===== src/hw/rtl/som_pkg.sv =====
`default_nettype none
package som_pkg;

    // grid and vector limits
    localparam int MAX_SIDE  = 16;
    localparam int MAX_DIM   = 64;
    localparam int MAX_NODES = 256;
    localparam int NODE_W    = 8;
    localparam int ELEM_W    = 6;
    localparam int ADDR_W    = NODE_W + ELEM_W;

    // item modes
    localparam logic [1:0] MODE_LOAD  = 2'd0;
    localparam logic [1:0] MODE_TRAIN = 2'd1;
    localparam logic [1:0] MODE_CLASS = 2'd2;

    // register indexes
    localparam logic [1:0] REG_WIDTH  = 2'd0;
    localparam logic [1:0] REG_HEIGHT = 2'd1;
    localparam logic [1:0] REG_DIM    = 2'd2;

    // arithmetic constants
    localparam logic [63:0] DIST_LIMIT  = 64'h0001_86A0_0000_0000;
    localparam logic [58:0] RADIUS_NUM  = 59'd625000000000000;
    localparam logic [32:0] RADIUS_BASE = 33'd1000000;
    localparam logic [32:0] S_MAX       = 33'd25000000;
    localparam logic [16:0] RATE_BASE   = 17'd100000;
    localparam int          DIV_STEPS   = 33;

    typedef enum logic [3:0] {
        ST_IDLE,
        ST_DRD,
        ST_DW1,
        ST_DW2,
        ST_DCMP,
        ST_RPREP,
        ST_RCHK,
        ST_RDEC,
        ST_URD,
        ST_ULOAD,
        ST_UDIV,
        ST_UWR,
        ST_FIN
    } t_state;

    // effective map geometry
    typedef struct packed {
        logic [4:0] width;
        logic [4:0] height;
        logic [6:0] dim;
    } t_geom;

    // controller to datapath
    typedef struct packed {
        logic              w_load;
        logic              x_load;
        logic              rd_en;
        logic              rd_dist;
        logic [NODE_W-1:0] node;
        logic [ELEM_W-1:0] elem;
        logic [3:0]        col;
        logic [3:0]        row;
        logic              acc_clr;
        logic              best_init;
        logic              cmp;
        logic              cnt_clr;
        logic              cnt_inc;
        logic              rad_prep;
        logic              rad_chk;
        logic              upd_load;
        logic              div_step;
        logic              upd_wr;
        logic              step_inc;
        logic              out_load;
    } t_cmd;

    // datapath to controller
    typedef struct packed {
        logic in_radius;
        logic out_free;
    } t_stat;

endpackage
`default_nettype wire


===== src/hw/rtl/som_ctrl.sv =====
`default_nettype none
module som_ctrl (
    input  wire logic           i_clk,
    input  wire logic           i_rst_n,
    input  wire logic           i_item_valid,
    input  wire logic [1:0]     i_item_mode,
    input  wire logic           i_item_last,
    output logic                o_item_ready,
    input  wire som_pkg::t_geom i_geom,
    input  wire som_pkg::t_stat i_stat,
    output som_pkg::t_cmd       o_cmd
);
    import som_pkg::*;

    t_state            r_state, n_state;
    logic [3:0]        r_c, n_c;
    logic [3:0]        r_r, n_r;
    logic [NODE_W-1:0] r_j, n_j;
    logic [ELEM_W-1:0] r_e, n_e;
    logic [5:0]        r_div, n_div;
    logic              r_train, n_train;

    logic [3:0]        w_clast;
    logic [3:0]        w_rlast;
    logic [ELEM_W-1:0] w_elast;
    logic              w_last_node;

    assign w_clast     = 4'(i_geom.width - 5'd1);
    assign w_rlast     = 4'(i_geom.height - 5'd1);
    assign w_elast     = ELEM_W'(i_geom.dim - 7'd1);
    assign w_last_node = (r_c == w_clast) && (r_r == w_rlast);

    // state and loop counters
    always_ff @(posedge i_clk) begin
        if (!i_rst_n) begin
            r_state <= ST_IDLE;
            r_c     <= '0;
            r_r     <= '0;
            r_j     <= '0;
            r_e     <= '0;
            r_div   <= '0;
            r_train <= 1'b0;
        end else begin
            r_state <= n_state;
            r_c     <= n_c;
            r_r     <= n_r;
            r_j     <= n_j;
            r_e     <= n_e;
            r_div   <= n_div;
            r_train <= n_train;
        end
    end

    // sequencer
    always_comb begin
        n_state      = r_state;
        n_c          = r_c;
        n_r          = r_r;
        n_j          = r_j;
        n_e          = r_e;
        n_div        = r_div;
        n_train      = r_train;
        o_item_ready = 1'b0;
        o_cmd        = '0;
        o_cmd.node   = r_j;
        o_cmd.elem   = r_e;
        o_cmd.col    = r_c;
        o_cmd.row    = r_r;

        case (r_state)
            ST_IDLE: begin
                o_item_ready = 1'b1;
                if (i_item_valid) begin
                    if (i_item_mode == MODE_LOAD) begin
                        o_cmd.w_load = 1'b1;
                    end else if (i_item_mode inside {MODE_TRAIN, MODE_CLASS}) begin
                        o_cmd.x_load = 1'b1;
                        if (i_item_last) begin
                            n_train         = (i_item_mode == MODE_TRAIN);
                            n_c             = '0;
                            n_r             = '0;
                            n_j             = '0;
                            n_e             = '0;
                            o_cmd.best_init = 1'b1;
                            o_cmd.cnt_clr   = 1'b1;
                            o_cmd.acc_clr   = 1'b1;
                            n_state         = ST_DRD;
                        end
                    end
                end
            end
            // distance pass: stream one node's elements
            ST_DRD: begin
                o_cmd.rd_en   = 1'b1;
                o_cmd.rd_dist = 1'b1;
                if (r_e == w_elast) begin
                    n_e     = '0;
                    n_state = ST_DW1;
                end else begin
                    n_e = r_e + 1'b1;
                end
            end
            ST_DW1: begin
                n_state = ST_DW2;
            end
            ST_DW2: begin
                n_state = ST_DCMP;
            end
            ST_DCMP: begin
                o_cmd.cmp     = 1'b1;
                o_cmd.acc_clr = 1'b1;
                if (w_last_node) begin
                    n_c     = '0;
                    n_r     = '0;
                    n_j     = '0;
                    n_state = r_train ? ST_RPREP : ST_FIN;
                end else begin
                    n_j = r_j + 1'b1;
                    if (r_c == w_clast) begin
                        n_c = '0;
                        n_r = r_r + 1'b1;
                    end else begin
                        n_c = r_c + 1'b1;
                    end
                    n_state = ST_DRD;
                end
            end
            // neighbourhood update
            ST_RPREP: begin
                o_cmd.rad_prep = 1'b1;
                n_state        = ST_RCHK;
            end
            ST_RCHK: begin
                o_cmd.rad_chk = 1'b1;
                n_state       = ST_RDEC;
            end
            ST_RDEC: begin
                if (i_stat.in_radius) begin
                    o_cmd.cnt_inc = 1'b1;
                    n_e           = '0;
                    n_state       = ST_URD;
                end else if (w_last_node) begin
                    o_cmd.step_inc = 1'b1;
                    n_state        = ST_FIN;
                end else begin
                    n_j = r_j + 1'b1;
                    if (r_c == w_clast) begin
                        n_c = '0;
                        n_r = r_r + 1'b1;
                    end else begin
                        n_c = r_c + 1'b1;
                    end
                    n_state = ST_RCHK;
                end
            end
            ST_URD: begin
                o_cmd.rd_en = 1'b1;
                n_state     = ST_ULOAD;
            end
            ST_ULOAD: begin
                o_cmd.upd_load = 1'b1;
                n_div          = '0;
                n_state        = ST_UDIV;
            end
            ST_UDIV: begin
                o_cmd.div_step = 1'b1;
                if (r_div == 6'(DIV_STEPS - 1)) begin
                    n_state = ST_UWR;
                end else begin
                    n_div = r_div + 1'b1;
                end
            end
            ST_UWR: begin
                o_cmd.upd_wr = 1'b1;
                if (r_e != w_elast) begin
                    n_e     = r_e + 1'b1;
                    n_state = ST_URD;
                end else if (w_last_node) begin
                    o_cmd.step_inc = 1'b1;
                    n_state        = ST_FIN;
                end else begin
                    n_j = r_j + 1'b1;
                    if (r_c == w_clast) begin
                        n_c = '0;
                        n_r = r_r + 1'b1;
                    end else begin
                        n_c = r_c + 1'b1;
                    end
                    n_state = ST_RCHK;
                end
            end
            // hand the result to the output register
            ST_FIN: begin
                if (i_stat.out_free) begin
                    o_cmd.out_load = 1'b1;
                    n_state        = ST_IDLE;
                end
            end
            default: begin
                n_state = ST_IDLE;
            end
        endcase
    end
endmodule
`default_nettype wire


===== config.mk =====
export PLATFORM = sky130hd
export DESIGN_NAME = som_ctrl
export DESIGN_NICKNAME = d
export VERILOG_FILES = /design/src/hw/rtl/som_pkg.sv /design/src/hw/rtl/som_ctrl.sv
export SDC_FILE = /design/constraint.sdc
export NUM_CORES = 1
export LEC_CHECK = 0
export ABC_AREA = 1
export BUFFER_PORTS_ARGS = -buffer_cell sky130_fd_sc_hd__clkbuf_2
export CAP_MARGIN = 15
export CORE_MARGIN = 8
export CORE_UTILIZATION = 55
export DETAILED_ROUTE_END_ITERATION = 10
export PLACE_DENSITY = 0.91
export SLEW_MARGIN = 30
export SYNTH_ARGS = -nofsm -noshare
export SYNTH_HDL_FRONTEND = slang
export SYNTH_SLANG_ARGS = --single-unit

===== constraint.sdc =====
create_clock -name i_clk -period 2.59 [get_ports i_clk]
set_clock_uncertainty 0.05 [all_clocks]
set_input_delay 0.518 -clock i_clk [delete_from_list [all_inputs] [get_ports i_clk]]
set_output_delay 0.518 -clock i_clk [all_outputs]
set_load 0.01 [all_outputs]

==> reports/qor.yml, run 1 <==
worst-slew-pin-transition_ns: 0.4525
synthTopCellsByArea: "dfxtp_1 23%, nand2_1 17%, inv_1 9.0%"
path_buf_inv: 4
rows: 26
initial_core_util: 0.5688
grt-ovfl-total: 0
final.period_utilization: 0.9583
routedWlPerCell_um: 12.42
clk_latency_ns: 0.29
netlist.area_leader.share: 0.2289
finalHoldViolations: 0
hpwlAfterDp_um: 6035
yosysTopAreaCell: "dfxtp_1"
critPathKind: "primary input to primary output"
cp_top_family: "simple AND/OR/NAND/NOR gates"
drv_cap: 0
fin_nets: 570
crit_required_ns: 2.02
critical_path.cell_chain: "clkbuf_2, inv_1, ha_4, inv_1, nand2_1, nand2_1, nor2_1, nand2_1, nor2_4, nand2_1, nor2_2, nand2_2, a21oi_2, buf_2"
cp_max_fo: 2
die_area_um2: 7823
hold_buffers: 0
yosys_warnings: 0
status: "completed"
slowest_delay_ns: 0.26
globalplace.congestion: 0.9117
syn_nets: 498
p_per_area_nw_per_um2: 527.3
antenna_found_initial: 0
htree_levels: 2
p_total_mw: 1.818
die_x_um: 88.45
leakage_nw: 1.728
synth_area_um2: 2887
fin_cells: 605
io_pins: 64
cp-end-kind: "primary output"
ys.flop_type: "dfxtp_1"
holdCritPathClass: "flip-flop to flip-flop"
placed_area_um2: 3301
io_buffers: 60
ys_types: 42
n_antenna_cell: 0
die_y_um: 88.45
dr.first_iter.drc_count: 132
ys_ff_latch: 33
drive_gt1_frac: 0.2542
fin_area_um2: 3448
cts_buffers: 5
slowest_stage: "ha_4"
grtUsageTotal: 0.1938
synthCells: 462
syn_to_final_growth_pct: 19.46
synth-edff-count: 0
worstPathArrival_ns: 1.91
post-route-min-period_ns: 2.482
num_vias: 3078
coreArea_um2: 5075
max_freq_mhz: 402.9
ys_seq_area_frac: 0.2289
totalWireLength_um: 7512
startpoint_type: "primary input"
finalMaxSlewViolations: 0
cts_buffer_depth: 2
finalSetupViolCount: 0
drc: 0
drt.antenna.violating_nets: 0
synthArstFlopShare: 0
path_clk_slew_ns: 0.07
maxSlewHeadroom: 0.6952
cts_root_buf: "clkbuf_8"
cts_tree: "yes"
first_pass_iters: 4
cts_sinks: 33
numPlacedInstances: 596
grt_max_degree: 21
grt_pass1_wl_um: 12190
syn_area_per_cell_um2: 6.248
first_global_vias: 3021
detail_route.vias_per_cell: 5.088
path_common_cell: "nand2_1"
vdd_ir_drop_max_v: 0.0005162
-- final timing paths --
kind / startpoint / to / slack [ns] / depth (start not counted)
worst min-delay path: r_train$_SDFFE_PN0P_ / r_train$_SDFFE_PN0P_ / 0.46 / 2
worst min register to register: r_train$_SDFFE_PN0P_ / r_train$_SDFFE_PN0P_ / 0.46 / 2
worst max register to register: r_r[2]$_SDFFE_PN0P_ / r_j[0]$_SDFFE_PN0P_ / 0.55 / 12
worst max-delay path: i_geom[1] / o_cmd[1] / 0.11 / 14
-- layout by cell type (no fill, tap or decap), types with 2 or more instances in the layout --
cell type	count
a211oi_1	2
a21oi_1	20
a21oi_2	11
buf_4	13
clkbuf_2	59
clkbuf_8	6
dfxtp_1	33
ha_1	10
inv_1	69
inv_2	9
nand2_1	134
nand2_2	14
nand2_4	2
nand3_1	31
nand3_4	3
nand3b_1	7
nand4_1	10
nor2_1	36
nor2_2	4
nor2_4	4
nor3_1	7
o21ai_0	11
o21ai_1	4
xnor2_1	4
xor2_1	12
-- area by class of cell --
class                      count  area (um^2)
timing repair buffer          73        397.9
clock buffer                   7        86.33
sequential                    33        660.6
fill                         465         1627
tap                           70        87.58
inverter                      80        301.5
clock inverter                 1        30.03
multi-input combinational    341         1884
-- logic make-up after synthesis --
kind of cell / synth area share
xor+xnor: 0.05418
buf+inv: 0.1266
flops: 0.2289
fa+ha+maj: 0.04768
compound gates: 0.1105
simple gates: 0.4322
-- metal layers --
layer	vias up	global-route usage	routed length [um]
met2	51	0.3714	4063
li1	1596	-	-
met5	-	0	0
met1	1425	0.1983	3135
met4	0	0.06912	51
met3	6	0.04457	261
-- through the flow --
step                       TNS [ns]  setup WS (ns)  utilization  hold WS (ns)
final                             0         0.1080       0.6795        0.4635
after global routing      -0.004843      -0.004843       0.6795        0.4785
after CTS                         0        0.03305       0.6733        0.4623
after detailed placement          0        0.03563       0.6504        0.4524
after global placement            0        0.06838       0.6504        0.4437
after floorplan                   0         0.2609            -        0.3992
-- worst register-to-register path, delay by kind of cell (launching register included) --
family | cells | cell delay (ns)
AOI/OAI and AO/OA | 2 | 0.27
buffers and inverters | 3 | 0.48
DFF | 1 | 0.45
and+or+nand+nor | 7 | 0.73
-- state kept, by name, indices dropped and copies added, names as in the netlist --
register	flops
r_j	8
r_div	6
r_e	6
r_c	4
r_r	4
r_state	4
r_train	1
-- report_power, final --
part	switching [mW]	internal, mW	total, mW	leakage, nW
combinational	0.459	0.236	0.695	1.40
clock	0.194	0.314	0.508	0.0585
sequential	0.0637	0.552	0.616	0.267
total	0.717	1.10	1.82	1.73
-- synth_stat cells, types with 2 or more instances --
library cell,count
inv_2,9
ha_1,11
a21oi_2,10
o21ai_0,11
xor2_1,12
nor2_2,3
inv_1,69
nand3b_1,7
nand4_1,10
nor2_1,37
buf_4,2
nand3_1,32
nor3_1,7
nand2_2,14
a21oi_1,21
nand2_4,2
nor2_4,4
clkbuf_1,2
a211oi_1,2
nand2_1,134
xnor2_1,4
dfxtp_1,33
nand3_4,3
o21ai_1,4
buf_2,2
-- timing repair --
item,CTS,global route
endpoints found under the hold margin,0,0
endpoints found under the setup margin,0,1
setup buffers,0,1
resized for setup,0,5
(Power assumes the default switching activity.)
==> run 2: changes to the inputs <==
--- a/config.mk
+++ b/config.mk
@@ -11,7 +11,7 @@
 export CORE_MARGIN = 8
 export CORE_UTILIZATION = 55
 export DETAILED_ROUTE_END_ITERATION = 10
-export PLACE_DENSITY = 0.91
+export PLACE_DENSITY = 0.89
 export SLEW_MARGIN = 30
 export SYNTH_ARGS = -nofsm -noshare
 export SYNTH_HDL_FRONTEND = slang
==> run 2 against run 1 <==
  * First-iteration DRC count grew 49%
  * Combinational power shrank 1%
  * Highest routed layer unchanged
  * Wire length shrank 1.9%
  * Sequential power shrank 0.8%
  * Power shrank 0.47%
  * Flip-flop and latch count is the same
  * Final area grew 0.29%
  * Count of clock-buffer cells in the layout is the same
  * Critical endpoint unchanged
  * Via count is essentially flat
  * Non-clock buffer count grew 1
==> reports/qor.yml, run 2 (synthesis gave the netlist of run 1 again) <==
fin_nets: 571  # +0.18%
critical_path.cell_chain: "clkbuf_2, inv_1, ha_1, inv_1, nand2_1, nand2_1, nor2_1, nand3_1, nor2_4, nand3_1, a21oi_2, buf_2"
initial_core_util: 0.5688  # unchanged
grt_pass1_wl_um: 12270  # +0.62%
holdCritPathClass: "flip-flop to flip-flop"
p_total_mw: 1.810  # -0.47%
post-route-min-period_ns: 2.481  # -0.0005140 ns
finalMaxSlewViolations: 0  # unchanged
io_buffers: 60  # unchanged
cts_buffers: 5  # unchanged
dp_slack_ns: 0.001764  # -0.03387 ns
layout_setup_ws_ns: 0.1085  # +0.0005140 ns
dr.first_iter.drc_count: 197  # +49%
worst-slew-pin-transition_ns: 0.6032  # +0.1507 ns
rsz0062_at_grt: "false"
clk_latency_ns: 0.29  # about the same
final_common_cell: "nand2_1"
largest_reg_flops: 8  # unchanged
crit_required_ns: 2.02  # about the same
seqCellArea_um2: 660.6  # unchanged
fin_cells: 606  # +0.17%
grtUsageMet2: 0.3523  # -0.01901
finalHoldViolations: 0  # unchanged
rows: 26  # unchanged
cts_root_buf: "clkbuf_8"
p_comb_frac: 0.380  # -0.002
max_freq_mhz: 403.0  # about the same
status: "completed"
cp-end-kind: "primary output"
slowest_stage: "ha_1"
multi_input_area_um2: 1884  # unchanged
numPlacedInstances: 596  # unchanged
startpoint_type: "primary input"
path_buf_inv: 4  # unchanged
seq_power_share: 0.338  # about the same
coreArea_um2: 5075  # unchanged
io_pins: 64  # unchanged
swShare: 0.3915  # -0.002844
cp_top_family: "simple AND/OR/NAND/NOR gates"
final.period_utilization: 0.9581  # about the same
critPathKind: "primary input to primary output"
path_clk_slew_ns: 0.07  # about the same
leakage_nw: 1.733  # +0.28%
drc: 0  # unchanged
finalSetupViolCount: 0  # unchanged
cp_max_fo: 3  # +1
met3_usage: 0.04085  # -0.003714
hpwlAfterDp_um: 5809  # -3.7%
reg_top3: "r_j (8), r_div (6), r_e (6)"
drv_cap: 0  # unchanged
antenna_found_initial: 0  # unchanged
syn_to_final_growth_pct: 19.81
detail_route.vias_per_cell: 5.084  # about the same
first_global_vias: 2882  # -4.6%
maxSlewHeadroom: 0.5974  # -0.09776
layout_common_cells: "133 x nand2_1, 67 x inv_1, 58 x clkbuf_2"
fin_setup_tns_ns: 0  # unchanged
vdd_ir_drop_max_v: 0.0003759  # -27%
routedWlPerCell_um: 12.16  # -2.1%
drt.antenna.violating_nets: 0  # unchanged
grt_max_degree: 21  # unchanged
die_area_um2: 7823  # unchanged
top_register: "r_j"
n_antenna_cell: 0  # unchanged
slowest_delay_ns: 0.28  # +0.02 ns
p_per_area_nw_per_um2: 523.3  # -0.76%
use_met1: 0.2167  # +0.01844
fillers: 437  # -6.0%
internal_power_mw: 1.101  # about the same
drive_gt1_frac: 0.2575  # +0.003257
grtUsageTotal: 0.1952  # +0.001383
die_y_um: 88.45  # unchanged
cts_tree: "yes"
cts_sinks: 33  # unchanged
globalplace.congestion: 0.9106  # -0.12%
first_pass_iters: 4  # unchanged
busiest_layer: "met2"
worstPathArrival_ns: 1.91  # about the same
die_x_um: 88.45  # unchanged
clockPowerShare: 0.282  # +0.003
switchingPower_mw: 0.7085  # -1.2%
totalWireLength_um: 7369  # -1.9%
cts_buffer_depth: 2  # unchanged
whs_ns: 0.4575  # -0.005929 ns
num_vias: 3081  # +0.097%
htree_levels: 2  # unchanged
grt-ovfl-total: 0  # unchanged
-- run 2: cell count changes in the layout (fill, tap and decap cells not counted), sizes merged --
cell    change
clkbuf      -1
buf         +2
-- run 2: path summary, 6_finish.rpt --
kind                                            from  depth (start not counted)  slack, ns              endpoint
worst min register to register  r_train$_SDFFE_PN0P_                          2       0.46  r_train$_SDFFE_PN0P_
worst max register to register   r_r[2]$_SDFFE_PN0P_                         12       0.52   r_j[0]$_SDFFE_PN0P_
worst max-delay path                      i_geom[12]                         12       0.11              o_cmd[1]
worst min-delay path            r_train$_SDFFE_PN0P_                          2       0.46  r_train$_SDFFE_PN0P_
-- run 2: metal layers --
metal,part of all wire,vias to the layer above
met2,0.51,78
met4,0.019,0
met1,0.42,1381
met5,0,-
met3,0.048,16
li1,-,1606
-- run 2: layout make-up --
type / instances / share of cell area
Clock buffer: 7 / 0.02496
Sequential cell: 33 / 0.1910
Inverter: 80 / 0.08719
Clock inverter: 1 / 0.008683
Multi-Input combinational cell: 341 / 0.5449
Tap cell: 70 / 0.02533
Timing Repair Buffer: 74 / 0.1179
-- run 2: power by group through the flow --
stage          Clock (mW)  Sequential, mW  Combinational, mW
6_report            0.511           0.611              0.687
3_3_place_gp            0           0.621              0.660
3_5_place_dp            0           0.621              0.677
4_1_cts             0.511           0.610              0.684
2_1_floorplan           0           0.627              0.515
5_1_grt             0.537           0.618              0.772
-- run 2: what timing repair did --
item | in CTS | in global routing
gates resized for setup | 1 | 8
pin swaps | 0 | 6
setup buffers | 0 | 2
hold buffers | 0 | 0
endpoints found under the setup margin | 1 | 1
-- run 2: tightest hold or removal path: cells and delay by family, from the launching register on --
| family | cells | cell delay, ns |
|---|---|---|
| compound gates | 1 | 0.07 |
| flops | 1 | 0.30 |
| buf+inv | 1 | 0.09 |
-- run 2: through the flow --
stage	utilization	instance area, um^2
floorplan	-	2887
global placement	0.6504	3301
detailed placement	0.6504	3301
CTS	0.6741	3421
global route	0.6815	3458
finish	0.6815	3458
